--- config.mk ---
export PLATFORM = sky130hd
export DESIGN_NAME = fifo_lock_manager_unit_flat
export DESIGN_NICKNAME = d
export VERILOG_FILES = /design/src/rtl/flm_pkg.sv /design/src/rtl/flm_if.sv /design/src/rtl/flm_ram.sv /design/src/rtl/flm_ctrl.sv /design/src/rtl/flm_dp.sv /design/src/rtl/fifo_lock_manager_unit.sv /design/src/flat_wrapper.sv
export SDC_FILE = /design/constraint.sdc
export NUM_CORES = 1
export LEC_CHECK = 0
export ABC_AREA = 1
export BUFFER_PORTS_ARGS = -buffer_cell sky130_fd_sc_hd__clkbuf_2
export CAP_MARGIN = 25
export CORE_MARGIN = 4
export CORE_UTILIZATION = 30
export DETAILED_ROUTE_END_ITERATION = 8
export GPL_TIMING_DRIVEN = 0
export PLACE_DENSITY = 0.51
export SYNTH_ARGS = -nofsm -noshare
export SYNTH_HDL_FRONTEND = slang
export SYNTH_HIERARCHICAL = 1
export SYNTH_SLANG_ARGS = --single-unit
--- constraint.sdc ---
create_clock -name clk_i -period 2.4 [get_ports clk_i]
set_input_delay 0.36 -clock clk_i [delete_from_list [all_inputs] [get_ports clk_i]]
set_output_delay 0.36 -clock clk_i [all_outputs]
set_load 0.02 [all_outputs]
--- src/rtl/flm_pkg.sv ---
// ----------------------------------------------------------------------------
// flm_pkg
// Shared widths, opcodes, status codes and control types of the lock manager.
// ----------------------------------------------------------------------------
package flm_pkg;

  localparam int unsigned OPCODE_W = 2;
  localparam int unsigned MEMBER_W = 8;
  localparam int unsigned STATUS_W = 2;

  localparam int unsigned WAIT_DEPTH_DEF  = 16;
  localparam int unsigned STACK_DEPTH_DEF = 16;

  localparam logic [OPCODE_W-1:0] OP_LOCK   = 2'd0;
  localparam logic [OPCODE_W-1:0] OP_UNLOCK = 2'd1;
  localparam logic [OPCODE_W-1:0] OP_QUERY  = 2'd2;

  localparam logic [STATUS_W-1:0] ST_OK          = 2'd0;
  localparam logic [STATUS_W-1:0] ST_QUEUE_FULL  = 2'd1;
  localparam logic [STATUS_W-1:0] ST_STACK_FULL  = 2'd2;
  localparam logic [STATUS_W-1:0] ST_UNLOCK_FREE = 2'd3;

  // Commands from the controller to the datapath.
  typedef struct packed {
    logic latch;   // capture the accepted request
    logic commit;  // update lock state and load the result register
  } flm_cmd_t;

endpackage

--- src/rtl/flm_if.sv ---
// ----------------------------------------------------------------------------
// flm_if
// Request and result channels of the lock manager (valid/ready handshake).
// ----------------------------------------------------------------------------
interface flm_req_if
  import flm_pkg::*;
();
  logic                valid;
  logic                ready;
  logic [OPCODE_W-1:0] opcode;
  logic [MEMBER_W-1:0] requester;
  logic                recursive_mode;

  modport source (output valid, output opcode, output requester,
                  output recursive_mode, input ready);
  modport sink   (input valid, input opcode, input requester,
                  input recursive_mode, output ready);
endinterface

interface flm_rsp_if
  import flm_pkg::*;
();
  logic                valid;
  logic                ready;
  logic                granted;
  logic [MEMBER_W-1:0] granted_member;
  logic                owner_held;
  logic [MEMBER_W-1:0] owner_member;
  logic [STATUS_W-1:0] status;

  modport source (output valid, output granted, output granted_member,
                  output owner_held, output owner_member, output status,
                  input ready);
  modport sink   (input valid, input granted, input granted_member,
                  input owner_held, input owner_member, input status,
                  output ready);
endinterface

--- src/rtl/flm_ram.sv ---
// ----------------------------------------------------------------------------
// flm_ram
// Generic single-write, single-read RAM with registered read data.
// ----------------------------------------------------------------------------
module flm_ram #(
  parameter int unsigned WIDTH = 8,
  parameter int unsigned DEPTH = 16
) (
  input  logic                     clk_i,
  input  logic                     we_i,
  input  logic [$clog2(DEPTH)-1:0] waddr_i,
  input  logic [WIDTH-1:0]         wdata_i,
  input  logic [$clog2(DEPTH)-1:0] raddr_i,
  output logic [WIDTH-1:0]         rdata_o
);

  logic [WIDTH-1:0] mem_q [DEPTH];
  logic [WIDTH-1:0] rdata_q;

  always_ff @(posedge clk_i) begin
    if (we_i) begin
      mem_q[waddr_i] <= wdata_i;
    end
    rdata_q <= mem_q[raddr_i];
  end

  assign rdata_o = rdata_q;

endmodule

--- src/rtl/flm_ctrl.sv ---
// ----------------------------------------------------------------------------
// flm_ctrl
// Sequencer: accept a request, execute it once RAM data is back, hold result.
// ----------------------------------------------------------------------------
module flm_ctrl
  import flm_pkg::*;
(
  input  logic     clk_i,
  input  logic     rst_ni,
  input  logic     in_valid_i,
  output logic     in_ready_o,
  output logic     out_valid_o,
  input  logic     out_ready_i,
  output flm_cmd_t cmd_o
);

  localparam logic S_IDLE = 1'b0;
  localparam logic S_EXEC = 1'b1;

  logic state_q, state_d;
  logic out_valid_q, out_valid_d;
  logic commit;

  assign in_ready_o = (state_q == S_IDLE);
  // Execute only when the result register is free or draining this cycle.
  assign commit = (state_q == S_EXEC) && (!out_valid_q || out_ready_i);

  always_comb begin
    state_d = state_q;
    case (state_q)
      S_IDLE: begin
        if (in_valid_i) begin
          state_d = S_EXEC;
        end
      end
      S_EXEC: begin
        if (commit) begin
          state_d = S_IDLE;
        end
      end
      default: state_d = S_IDLE;
    endcase
  end

  always_comb begin
    out_valid_d = out_valid_q;
    if (commit) begin
      out_valid_d = 1'b1;
    end else if (out_ready_i) begin
      out_valid_d = 1'b0;
    end
  end

  always_ff @(posedge clk_i or negedge rst_ni) begin
    if (!rst_ni) begin
      state_q     <= S_IDLE;
      out_valid_q <= 1'b0;
    end else begin
      state_q     <= state_d;
      out_valid_q <= out_valid_d;
    end
  end

  assign out_valid_o  = out_valid_q;
  assign cmd_o.latch  = in_ready_o && in_valid_i;
  assign cmd_o.commit = commit;

endmodule

--- src/rtl/flm_dp.sv ---
// ----------------------------------------------------------------------------
// flm_dp
// Lock state, owner stack and waiter FIFO, and the result register.
// ----------------------------------------------------------------------------
module flm_dp
  import flm_pkg::*;
#(
  parameter int unsigned WAIT_DEPTH  = WAIT_DEPTH_DEF,
  parameter int unsigned STACK_DEPTH = STACK_DEPTH_DEF
) (
  input  logic                clk_i,
  input  logic                rst_ni,
  input  flm_cmd_t            cmd_i,
  input  logic [OPCODE_W-1:0] opcode_i,
  input  logic [MEMBER_W-1:0] requester_i,
  input  logic                recursive_mode_i,
  output logic                granted_o,
  output logic [MEMBER_W-1:0] granted_member_o,
  output logic                owner_held_o,
  output logic [MEMBER_W-1:0] owner_member_o,
  output logic [STATUS_W-1:0] status_o
);

  localparam int unsigned QPW = $clog2(WAIT_DEPTH);
  localparam int unsigned QCW = $clog2(WAIT_DEPTH + 1);
  localparam int unsigned SPW = $clog2(STACK_DEPTH);
  localparam int unsigned SCW = $clog2(STACK_DEPTH + 1);

  localparam logic [QCW-1:0] QCNT_MAX  = QCW'(WAIT_DEPTH);
  localparam logic [QPW-1:0] QPTR_LAST = QPW'(WAIT_DEPTH - 1);
  localparam logic [SCW-1:0] SCNT_MAX  = SCW'(STACK_DEPTH);

  // Latched request
  logic [OPCODE_W-1:0] op_q;
  logic [MEMBER_W-1:0] req_q;
  logic                rec_q;

  // Lock state
  logic [MEMBER_W-1:0] plain_owner_q, plain_owner_d;
  logic                plain_held_q, plain_held_d;
  logic [MEMBER_W-1:0] top_q, top_d;
  logic [SCW-1:0]      scnt_q, scnt_d;
  logic [QPW-1:0]      qhead_q, qhead_d;
  logic [QPW-1:0]      qtail_q, qtail_d;
  logic [QCW-1:0]      qcnt_q, qcnt_d;

  // Result register
  logic                granted_q, granted_d;
  logic [MEMBER_W-1:0] gm_q, gm_d;
  logic                held_q, held_d;
  logic [MEMBER_W-1:0] owner_q, owner_d;
  logic [STATUS_W-1:0] status_q, status_d;

  // RAM ports
  logic                s_we, q_we;
  logic [SPW-1:0]      s_waddr, s_raddr;
  logic [MEMBER_W-1:0] s_wdata, s_rdata, q_rdata;
  logic [SCW-1:0]      scnt_minus2;

  // Read the entry below the top, and the FIFO head, for the next step.
  assign scnt_minus2 = scnt_q - SCW'(2);
  assign s_raddr     = scnt_minus2[SPW-1:0];

  flm_ram #(.WIDTH(MEMBER_W), .DEPTH(STACK_DEPTH)) u_stack_ram (
    .clk_i  (clk_i),
    .we_i   (s_we),
    .waddr_i(s_waddr),
    .wdata_i(s_wdata),
    .raddr_i(s_raddr),
    .rdata_o(s_rdata)
  );

  flm_ram #(.WIDTH(MEMBER_W), .DEPTH(WAIT_DEPTH)) u_queue_ram (
    .clk_i  (clk_i),
    .we_i   (q_we),
    .waddr_i(qtail_q),
    .wdata_i(req_q),
    .raddr_i(qhead_q),
    .rdata_o(q_rdata)
  );

  always_comb begin
    plain_owner_d = plain_owner_q;
    plain_held_d  = plain_held_q;
    top_d         = top_q;
    scnt_d        = scnt_q;
    qhead_d       = qhead_q;
    qtail_d       = qtail_q;
    qcnt_d        = qcnt_q;
    granted_d     = 1'b0;
    gm_d          = '0;
    status_d      = ST_OK;
    s_we          = 1'b0;
    s_waddr       = scnt_q[SPW-1:0];
    s_wdata       = req_q;
    q_we          = 1'b0;

    case (op_q)
      OP_LOCK: begin
        if (rec_q && (scnt_q == '0 || top_q == req_q)) begin
          if (scnt_q < SCNT_MAX) begin
            s_we      = 1'b1;
            scnt_d    = scnt_q + SCW'(1);
            top_d     = req_q;
            granted_d = 1'b1;
            gm_d      = req_q;
          end else begin
            status_d = ST_STACK_FULL;
          end
        end else if (!rec_q && !plain_held_q) begin
          plain_owner_d = req_q;
          plain_held_d  = 1'b1;
          granted_d     = 1'b1;
          gm_d          = req_q;
        end else if (qcnt_q < QCNT_MAX) begin
          // queue the requester
          q_we    = 1'b1;
          qtail_d = (qtail_q == QPTR_LAST) ? '0 : qtail_q + QPW'(1);
          qcnt_d  = qcnt_q + QCW'(1);
        end else begin
          status_d = ST_QUEUE_FULL;
        end
      end
      OP_UNLOCK: begin
        if (rec_q) begin
          if (scnt_q == '0) begin
            status_d = ST_UNLOCK_FREE;
          end else if (scnt_q != SCW'(1)) begin
            scnt_d = scnt_q - SCW'(1);
            top_d  = s_rdata;
          end else if (qcnt_q != '0) begin
            // stack empties: hand it to the head waiter
            s_we      = 1'b1;
            s_waddr   = '0;
            s_wdata   = q_rdata;
            top_d     = q_rdata;
            qhead_d   = (qhead_q == QPTR_LAST) ? '0 : qhead_q + QPW'(1);
            qcnt_d    = qcnt_q - QCW'(1);
            granted_d = 1'b1;
            gm_d      = q_rdata;
          end else begin
            scnt_d = '0;
          end
        end else begin
          if (!plain_held_q) begin
            status_d = ST_UNLOCK_FREE;
          end else if (qcnt_q != '0) begin
            plain_owner_d = q_rdata;
            qhead_d       = (qhead_q == QPTR_LAST) ? '0 : qhead_q + QPW'(1);
            qcnt_d        = qcnt_q - QCW'(1);
            granted_d     = 1'b1;
            gm_d          = q_rdata;
          end else begin
            plain_held_d  = 1'b0;
            plain_owner_d = '0;
          end
        end
      end
      default: begin
        // query owner: no state change
      end
    endcase

    if (rec_q) begin
      held_d  = (scnt_d != '0);
      owner_d = held_d ? top_d : '0;
    end else begin
      held_d  = plain_held_d;
      owner_d = held_d ? plain_owner_d : '0;
    end

    if (!cmd_i.commit) begin
      s_we = 1'b0;
      q_we = 1'b0;
    end
  end

  always_ff @(posedge clk_i or negedge rst_ni) begin
    if (!rst_ni) begin
      plain_owner_q <= '0;
      plain_held_q  <= 1'b0;
      top_q         <= '0;
      scnt_q        <= '0;
      qhead_q       <= '0;
      qtail_q       <= '0;
      qcnt_q        <= '0;
    end else if (cmd_i.commit) begin
      plain_owner_q <= plain_owner_d;
      plain_held_q  <= plain_held_d;
      top_q         <= top_d;
      scnt_q        <= scnt_d;
      qhead_q       <= qhead_d;
      qtail_q       <= qtail_d;
      qcnt_q        <= qcnt_d;
    end
  end

  always_ff @(posedge clk_i) begin
    if (cmd_i.latch) begin
      op_q  <= opcode_i;
      req_q <= requester_i;
      rec_q <= recursive_mode_i;
    end
    if (cmd_i.commit) begin
      granted_q <= granted_d;
      gm_q      <= gm_d;
      held_q    <= held_d;
      owner_q   <= owner_d;
      status_q  <= status_d;
    end
  end

  assign granted_o        = granted_q;
  assign granted_member_o = gm_q;
  assign owner_held_o     = held_q;
  assign owner_member_o   = owner_q;
  assign status_o         = status_q;

endmodule

--- src/rtl/fifo_lock_manager_unit.sv ---
// A result is registered in the execute state once the result register is free;
// a stalled result holds the controller in the execute state.
// A request is taken only in the idle state, so the registered read of the
// owner-stack and waiter-FIFO RAMs completes ahead of the execute state.
// A new request is accepted while the previous result still waits.
// Reset clears the lock state, stack and FIFO counts at once; RAM contents
// are left as they are and need no clearing pass.
// ----------------------------------------------------------------------------
// fifo_lock_manager_unit
// FIFO-queued lock manager with a plain lock and a recursive lock.
// ----------------------------------------------------------------------------
module fifo_lock_manager_unit
  import flm_pkg::*;
#(
  parameter int unsigned WAIT_DEPTH  = WAIT_DEPTH_DEF,
  parameter int unsigned STACK_DEPTH = STACK_DEPTH_DEF
) (
  input  logic      clk_i,
  input  logic      rst_ni,
  flm_req_if.sink   in_i,
  flm_rsp_if.source out_o
);

  flm_cmd_t cmd;
  logic     in_ready;
  logic     out_valid;

  flm_ctrl u_ctrl (
    .clk_i      (clk_i),
    .rst_ni     (rst_ni),
    .in_valid_i (in_i.valid),
    .in_ready_o (in_ready),
    .out_valid_o(out_valid),
    .out_ready_i(out_o.ready),
    .cmd_o      (cmd)
  );

  flm_dp #(
    .WAIT_DEPTH (WAIT_DEPTH),
    .STACK_DEPTH(STACK_DEPTH)
  ) u_dp (
    .clk_i           (clk_i),
    .rst_ni          (rst_ni),
    .cmd_i           (cmd),
    .opcode_i        (in_i.opcode),
    .requester_i     (in_i.requester),
    .recursive_mode_i(in_i.recursive_mode),
    .granted_o       (out_o.granted),
    .granted_member_o(out_o.granted_member),
    .owner_held_o    (out_o.owner_held),
    .owner_member_o  (out_o.owner_member),
    .status_o        (out_o.status)
  );

  assign in_i.ready  = in_ready;
  assign out_o.valid = out_valid;

endmodule
--- src/flat_wrapper.sv ---
// flat-port wrapper written by rule: the top's interface ports become plain ports
module fifo_lock_manager_unit_flat import flm_pkg::*;
#(
  parameter int unsigned WAIT_DEPTH  = WAIT_DEPTH_DEF,
  parameter int unsigned STACK_DEPTH = STACK_DEPTH_DEF
)
  (clk_i, rst_ni, in_i_valid, in_i_opcode, in_i_requester, in_i_recursive_mode, in_i_ready, out_o_valid, out_o_granted, out_o_granted_member, out_o_owner_held, out_o_owner_member, out_o_status, out_o_ready);
  flm_req_if in_i_i ();
  flm_rsp_if out_o_i ();
  input  logic clk_i;
  input  logic rst_ni;
  input wire logic [$bits(in_i_i.valid)-1:0] in_i_valid;
  input wire logic [$bits(in_i_i.opcode)-1:0] in_i_opcode;
  input wire logic [$bits(in_i_i.requester)-1:0] in_i_requester;
  input wire logic [$bits(in_i_i.recursive_mode)-1:0] in_i_recursive_mode;
  output wire logic [$bits(in_i_i.ready)-1:0] in_i_ready;
  output wire logic [$bits(out_o_i.valid)-1:0] out_o_valid;
  output wire logic [$bits(out_o_i.granted)-1:0] out_o_granted;
  output wire logic [$bits(out_o_i.granted_member)-1:0] out_o_granted_member;
  output wire logic [$bits(out_o_i.owner_held)-1:0] out_o_owner_held;
  output wire logic [$bits(out_o_i.owner_member)-1:0] out_o_owner_member;
  output wire logic [$bits(out_o_i.status)-1:0] out_o_status;
  input wire logic [$bits(out_o_i.ready)-1:0] out_o_ready;
  assign in_i_i.valid = in_i_valid;
  assign in_i_i.opcode = in_i_opcode;
  assign in_i_i.requester = in_i_requester;
  assign in_i_i.recursive_mode = in_i_recursive_mode;
  assign in_i_ready = in_i_i.ready;
  assign out_o_valid = out_o_i.valid;
  assign out_o_granted = out_o_i.granted;
  assign out_o_granted_member = out_o_i.granted_member;
  assign out_o_owner_held = out_o_i.owner_held;
  assign out_o_owner_member = out_o_i.owner_member;
  assign out_o_status = out_o_i.status;
  assign out_o_i.ready = out_o_ready;
  fifo_lock_manager_unit #(.WAIT_DEPTH(WAIT_DEPTH), .STACK_DEPTH(STACK_DEPTH)) u_core (.clk_i(clk_i), .rst_ni(rst_ni), .in_i(in_i_i), .out_o(out_o_i));
endmodule
### Word level (Yosys, flattened, before mapping)

Memories as Yosys holds them, arrays and structs flattened. A register that Yosys moved wholly into a read port is not among the register bits.
Index checks and enable logic that the tools add are counted.

| storage, ports and cells | value |
|---|---|
| register bits | 68 |
| memory bits (writable) | 256 |
| word-level logic and storage cells | 160 |
| memories kept | 2 |

| cells by class | value |
|---|---|
| add/subtract/negate cells | 7 |
| $lt $le $gt $ge | 2 |
| eq/ne operators | 13 |
| mux-type cells | 97 |
| bitwise logic cells | 3 |
| reductions and logical operators | 19 |

Memory list:

| memory | depth | width | rd ports | clocked after memory_dff | wr ports | line | source |
|---|---|---|---|---|---|---|---|
| u_core.u_dp.u_queue_ram.mem_q | 16 | 8 | 1 | 1 | 1 | flm_ram.sv:17 | `logic [WIDTH-1:0] mem_q [DEPTH];` |
| u_core.u_dp.u_stack_ram.mem_q | 16 | 8 | 1 | 1 | 1 | flm_ram.sv:17 |  |

Operators by type and width:

| cell | count |
|---|---|
| $mux W8 | 26 |
| $mux W5 | 14 |
| $mux W4 | 12 |
| $pmux W8 S2 | 3 |
| $mux W1 | 30 |
| $pmux W5 S2 | 2 |
| $add A5 B1 Y5 const B | 2 |
| $lt A5 B5 Y1 const B | 2 |
| $mux W2 | 5 |
| $ne A2 B2 Y1 const B | 5 |
| $reduce_and A5 Y1 | 2 |
| $reduce_bool A5 Y1 | 2 |
| $sub A5 B1 Y5 const B | 2 |
| $ne A3 B3 Y1 const B | 3 |
| $add A4 B1 Y4 const B | 2 |
| $eq A4 B4 Y1 const B | 2 |
| $eq A8 B8 Y1 | 1 |
| $pmux W1 S2 | 4 |
| $reduce_and A8 Y1 | 1 |
| $reduce_bool A2 Y1 | 3 |
| $logic_not A5 Y1 | 1 |
| $ne A5 B1 Y1 const B | 1 |
| $logic_and A1 B1 Y1 | 4 |
| $pmux W2 S2 | 1 |
| other kinds (6) | 11 |

### Logic depth before layout (Yosys ltp)

| depth | value |
|---|---|
| word-level depth | 9 |
| depth in mapped cells | 15 |
| depth with buffers taken out | 15 |

### By module

Netlist, hierarchy kept.

Modules (own cells, without submodules):

| module | instances | cells each | area each (µm²) | seq. area each (µm²) |
|---|---|---|---|---|
| flm_ram at u_core.u_dp.u_queue_ram | 1 | 551 | 5,770.5 | 4,003.8 |
| flm_ram at u_core.u_dp.u_stack_ram | 1 | 551 | 5,766.8 | 4,003.8 |
| flm_dp | 1 | 562 | 4,280.4 | 1,806.7 |
| flm_ctrl | 1 | 12 | 100.1 | 50.0 |

### Worst setup path before layout

No wires, ideal clock.

| timing path | value |
|---|---|
| kind | register -> register |
| start point | register u_core.u_dp.scnt_q[0] |
| end point | memory u_core.u_dp.u_stack_ram.mem_q[12][0] (enable) |
| setup time | 370 ps |
| arrival | 2,217 ps |
| slack | -187 ps |
| cell stages (with the launch flop) | 12 |
| path buffers | 0 |
| clock period less this slack | 2,587 ps |
| cells stage by stage | dfrtp_1 > inv_1 > ha_1 > nand3_2 > nand2_2 > inv_2 > nand2_4 > nor2_4 > inv_1 > a21oi_1 > nand3_1 > nor2_1 |

| on the way | value |
|---|---|
| word-level cells in the longest chain between the ends | 8 |
| elaborated cells on any way between the ends | 19 |
| those cells by class | order compare (1); eq/ne (1); mux (14); reduce/logical (3) |

Ends and longest elaborated chain:

| element | line | source |
|---|---|---|
| from (decl) | flm_dp.sv:42 | `logic [SCW-1:0] scnt_q, scnt_d;` |
| from (signal assigned) | flm_dp.sv:191 | `scnt_q <= scnt_d;` |
| branches (longest 4 deep; another with $lt A5 B5 Y1) | - |  |
| $pmux W1 S2 * | flm_dp.sv:98 | `case (op_q)` |
| $mux W1 * | flm_dp.sv:172 | `if (!cmd_i.commit) begin` |
| net u_core.u_dp.s_we | flm_dp.sv:55 | `logic s_we, q_we;` |
| $mux W1 * | flm_ram.sv:21 | `if (we_i) begin` |
| $mux W1 (implied by the code) * | flm_ram.sv:22 | `mem_q[waddr_i] <= wdata_i;` |
| to (decl) | flm_ram.sv:17 |  |

Mark *: on every way through the listed nets, which the timed path passes.

### Worst setup path after layout

| timing path | value |
|---|---|
| start point | register u_core.u_dp.req_q[3] |
| end point | memory u_core.u_dp.u_stack_ram.mem_q[10][3] (enable) |

| on the way | value |
|---|---|
| word-level cells in the longest chain between the ends | 8 |

Ends and longest elaborated chain:

| element | line | source |
|---|---|---|
| from (decl) | flm_dp.sv:35 | `logic [MEMBER_W-1:0] req_q;` |
| from (signal assigned) | flm_dp.sv:201 | `req_q <= requester_i;` |
| $eq A8 B8 Y1 | flm_dp.sv:100 | `if (rec_q && (scnt_q == '0 \|\| top_q == req_q)) begin` |
| $logic_or A1 B1 Y1 | flm_dp.sv:100 |  |
| $logic_and A1 B1 Y1 | flm_dp.sv:100 |  |
| $mux W1 | flm_dp.sv:100 |  |
| $pmux W1 S2 | flm_dp.sv:98 |  |
| $mux W1 | flm_dp.sv:172 |  |
| net u_core.u_dp.s_we | flm_dp.sv:55 |  |
| $mux W1 | flm_ram.sv:21 |  |
| $mux W1 (implied by the code) | flm_ram.sv:22 |  |

The timed path passes the listed nets, and every way through them passes these cells.

==> metrics.cfg <==
[die]
die-area_mm2 = 0.0568
floorplan.initialDensity_pct = 30.3
die_h_um = 238
rows = 84
fp.dieW_um = 238
fp.coreArea_mm2 = 0.0526
io_pins = 37

[power_and_ir_drop]
swShare_pct = 39.0
clkPwrFrac_pct = 26.5
p_sw_w = 0.00835
power.total_w = 0.0214
power.internal_w = 0.0130
combPwrFrac_pct = 38.6
pwr-share-seq_pct = 34.9
total_leakage_power_nw = 8.62
ir_worst_vdd_uv = 484
power.density_mw_per_mm2 = 1060

[final_layout]
final_nets = 1910
utilization_pct = 38.5
fin_area_mm2 = 0.0202
synthToLayoutAreaGrowth_pct = 27.1
fin_cells = 2601
drive_above_1_share_pct = 22.0

[clock_network]
clock-sinks = 340
clockBufferDepth = 3
tritoncts = built
insertion_delay_ns = 0.55
path_clk_slew_ns = 0.06
cts-buffers-inserted = 39
htree_levels = 2
clockRootBuffer = clkbuf_16

[setup_path]
critPathBufInv = 3
required_ns = 2.63
arrival_ns = 2.78
crit_slowest_cell = edfxtp_1
cp-end-kind = flip-flop
criticalPathCategory = flip-flop to flip-flop
r2r_setup_slack_ns = -0.16
path_delay_family = simple AND/OR/NAND/NOR gates
crit_fanout = 8
path_cells = buf_6, inv_4, nand2_2, nand2_2, nand3_2, nor2_1, nand2_1, nand2_2, nand2_4, nor2_4, nand2_2, a21oi_4, nand3b_1, buf_6, nor2_4
r2r_start = u_core/u_dp/req_q[3]
r2r-end = u_core/u_dp/u_stack_ram/mem_q[10][3]
reg2regPathDepth = 15
crit_path_start_kind = flip-flop
crit_path_frequent_cell = nand2_2
cp-startpoint = u_core/u_dp/req_q[3]
slowest_delay_ns = 0.37

[routing]
drc = 0
route.vias.total = 12500
viasPerCell = 4.80
drtIter0Drc = 1120
wire_per_inst_um = 19.1
dr.pass1.iters = 5
finalWirelength_um = 49600
antenna_left = 0

[logic_synthesis]
synth_top_area_share_pct = 54.1
syn-num-nets = 1704
synth-simple-area-share_pct = 22.8
yosys_warnings = 6
syn-cell-area_mm2 = 0.0159
synth_top_family_by_area = simple AND/OR/NAND/NOR gates
async_reset_ff_share_pct = 10.9
synth_area_leaders = edfxtp_1 (54%), nand2_1 (12%), nand3_1 (7.7%), inv_1 (6.2%), dfrtp_1 (5.8%)
synthMuxAreaShare_pct = 0
synth_seq_cells = 340
synth.most_common_cell = nand2_1
synth_xor_xnor_area_share_pct = 0.605
synth_top_area_cell = edfxtp_1
synthCells = 1676
synth_compound_area_share_pct = 4.35
ys_types = 46
ys_seq_area_share_pct = 62.0
synthTopCellsByCount = nand2_1 (494), edfxtp_1 (287), inv_1 (262), nand3_1 (244), nor2_1 (75)
synth.avg_cell_area_um2 = 9.50
synth-edff-count = 287
synth-adder-area-share_pct = 1.07
synth_flop_cell = edfxtp_1

[placed_design]
placedCellCount = 2405
place_area_mm2 = 0.0172
io_buffers = 36
gp_congestion = 0.903
place_hpwl_um = 31600
dp_slack_ns = -1.25

[grt]
grt_first_pass_wirelength_um = 72900
grt_max_degree = 26
track_usage_pct = 17.0
grt-ovfl-total = 0
first_global_vias = 11900
antenna_found_initial = 1

[sta]
post-route-period-util_pct = 107
worst_slew_pin_slew_ns = 0.733
max_freq_mhz = 391
slew_headroom_pct = 50.7
rsz0062_at_grt = yes
fin_crit_ns = 2.56
setup_viol = 131
maxSlewViolCount = 0
hold_violations = 0
skew_ns = 0.0154
setup_slack_ns = -0.156

[flow_run]
cap_violations = 0

[outcome]
status = finished with violations
violations = setup timing

[min_path]
hp-start = in_i_valid
hp-class = input port to flip-flop
hold_depth = 3
hold_end = u_core/u_ctrl/state_q

tightest hold or removal path: cells and delay by family:
family	cells	cell delay [ns]
buf+inv	1	0.08
simple gates	2	0.10
sequential cells by signal, summed over array words and instances (netlist names), 4 cells and up:
name / cells
u_core/u_dp/u_queue_ram/mem_q: 128
u_core/u_dp/u_stack_ram/mem_q: 128
u_core/u_dp/granted_member_o: 8
u_core/u_dp/owner_member_o: 8
u_core/u_dp/plain_owner_q: 8
u_core/u_dp/req_q: 8
u_core/u_dp/top_q: 8
u_core/u_dp/u_queue_ram/rdata_o: 8
u_core/u_dp/u_stack_ram/rdata_o: 8
u_core/u_dp/qcnt_q: 5
u_core/u_dp/scnt_q: 5
u_core/u_dp/qhead_q: 4
u_core/u_dp/qtail_q: 4
worst max-delay path by stage:
stage / to / slack [ns] / cells after the start
after floorplan: u_core/u_dp/u_stack_ram/mem_q[10][0] / -0.08 / 13
after global routing: u_core/u_dp/u_stack_ram/mem_q[10][2] / -0.26 / 15
after global placement: u_core/u_dp/u_stack_ram/mem_q[1][3] / -2.25 / 9
final: u_core/u_dp/u_stack_ram/mem_q[10][3] / -0.16 / 15
after CTS: u_core/u_dp/u_stack_ram/mem_q[5][4] / -0.13 / 14
after detailed placement: u_core/u_dp/u_stack_ram/mem_q[8][4] / -1.25 / 12
what timing repair did:
item                                    4_1_cts  5_1_grt
buffers inserted                             78       34
gates cloned                                  2        1
endpoints found under the setup margin      426      285
gates resized for setup                      99       79
hold endpoints to repair                     22        0
hold buffers                                 11        0
pin swaps                                    42       41
metal layers:
metal	routed length, µm	GRT usage (%)
met3	3240	2.98
met1	21400	23.0
met4	2390	7.63
met2	22600	26.7
met5	0	0
area by class of cell:
class,instances,area [µm²]
diodes,1,2.50
inverters,273,1070
fillers,5225,32300
multi-input cells,995,5200
clock buffers,57,1110
plain buffers,67,474
flip-flops and latches,340,9870
repair buffers,165,1550
clock inverters,14,100
well taps,688,861
repair inverters,1,5.00
stage by stage:
stage | hold WS (ns) | TNS, ns
2_1_floorplan | 0.0644 | -10.0
3_3_place_gp | 0.486 | -507.88
3_5_place_dp | 0.316 | -329.33
4_1_cts | 0.000328 | -9.42
5_1_grt | 0.0168 | -26.96
6_report | 0.0283 | -12.06
layout by cell type (no fill, tap or decap), types with 4 or more instances in the layout:
cell type / synthesis / layout
o21ai_0: 70 / 62
buf_6: 14 / 24
buf_8: 0 / 4
edfxtp_1: 287 / 287
ha_1: 12 / 11
inv_4: 1 / 6
buf_4: 9 / 91
clkbuf_1: 11 / 19
o21ai_1: 5 / 6
xor2_1: 8 / 8
nand2_2: 5 / 28
a21oi_1: 22 / 21
clkinv_1: 1 / 4
nand3_4: 0 / 4
nor2_1: 75 / 32
nand3b_1: 7 / 7
o21ai_2: 0 / 4
nand3_2: 4 / 12
buf_12: 0 / 22
dfrtp_1: 37 / 33
dlygate4sd3_1: 0 / 11
nand2_4: 2 / 9
clkbuf_2: 0 / 39
nand3_1: 244 / 233
o22ai_1: 5 / 4
buf_2: 31 / 29
inv_1: 262 / 243
buf_1: 4 / 4
nor2_2: 4 / 8
dfrtp_2: 0 / 4
clkbuf_16: 0 / 41
inv_2: 9 / 19
nand2_1: 494 / 464
clkinv_2: 0 / 7
o211ai_1: 4 / 4
dfxtp_1: 16 / 16
nor2_4: 2 / 41
power groups by stage:
stage | logic, W | clock network [W] | registers (W)
6_report | 0.00826 | 0.00568 | 0.00746
4_1_cts | 0.00780 | 0.00584 | 0.00745
3_5_place_dp | 0.00702 | 0 | 0.00765
2_1_floorplan | 0.00458 | 0 | 0.00757
5_1_grt | 0.00896 | 0.00607 | 0.00752
3_3_place_gp | 0.00691 | 0 | 0.00765
cells by family after synthesis:
group                    after synthesis
buffers and inverters                342
AND/OR/NAND/NOR                      847
adder cells (fa/ha/maj)               13
XOR/XNOR                              11
AO/OA/AOI/OAI                        123
flip-flops                           340
No activity file was read; power rests on OpenSTA's default activity.
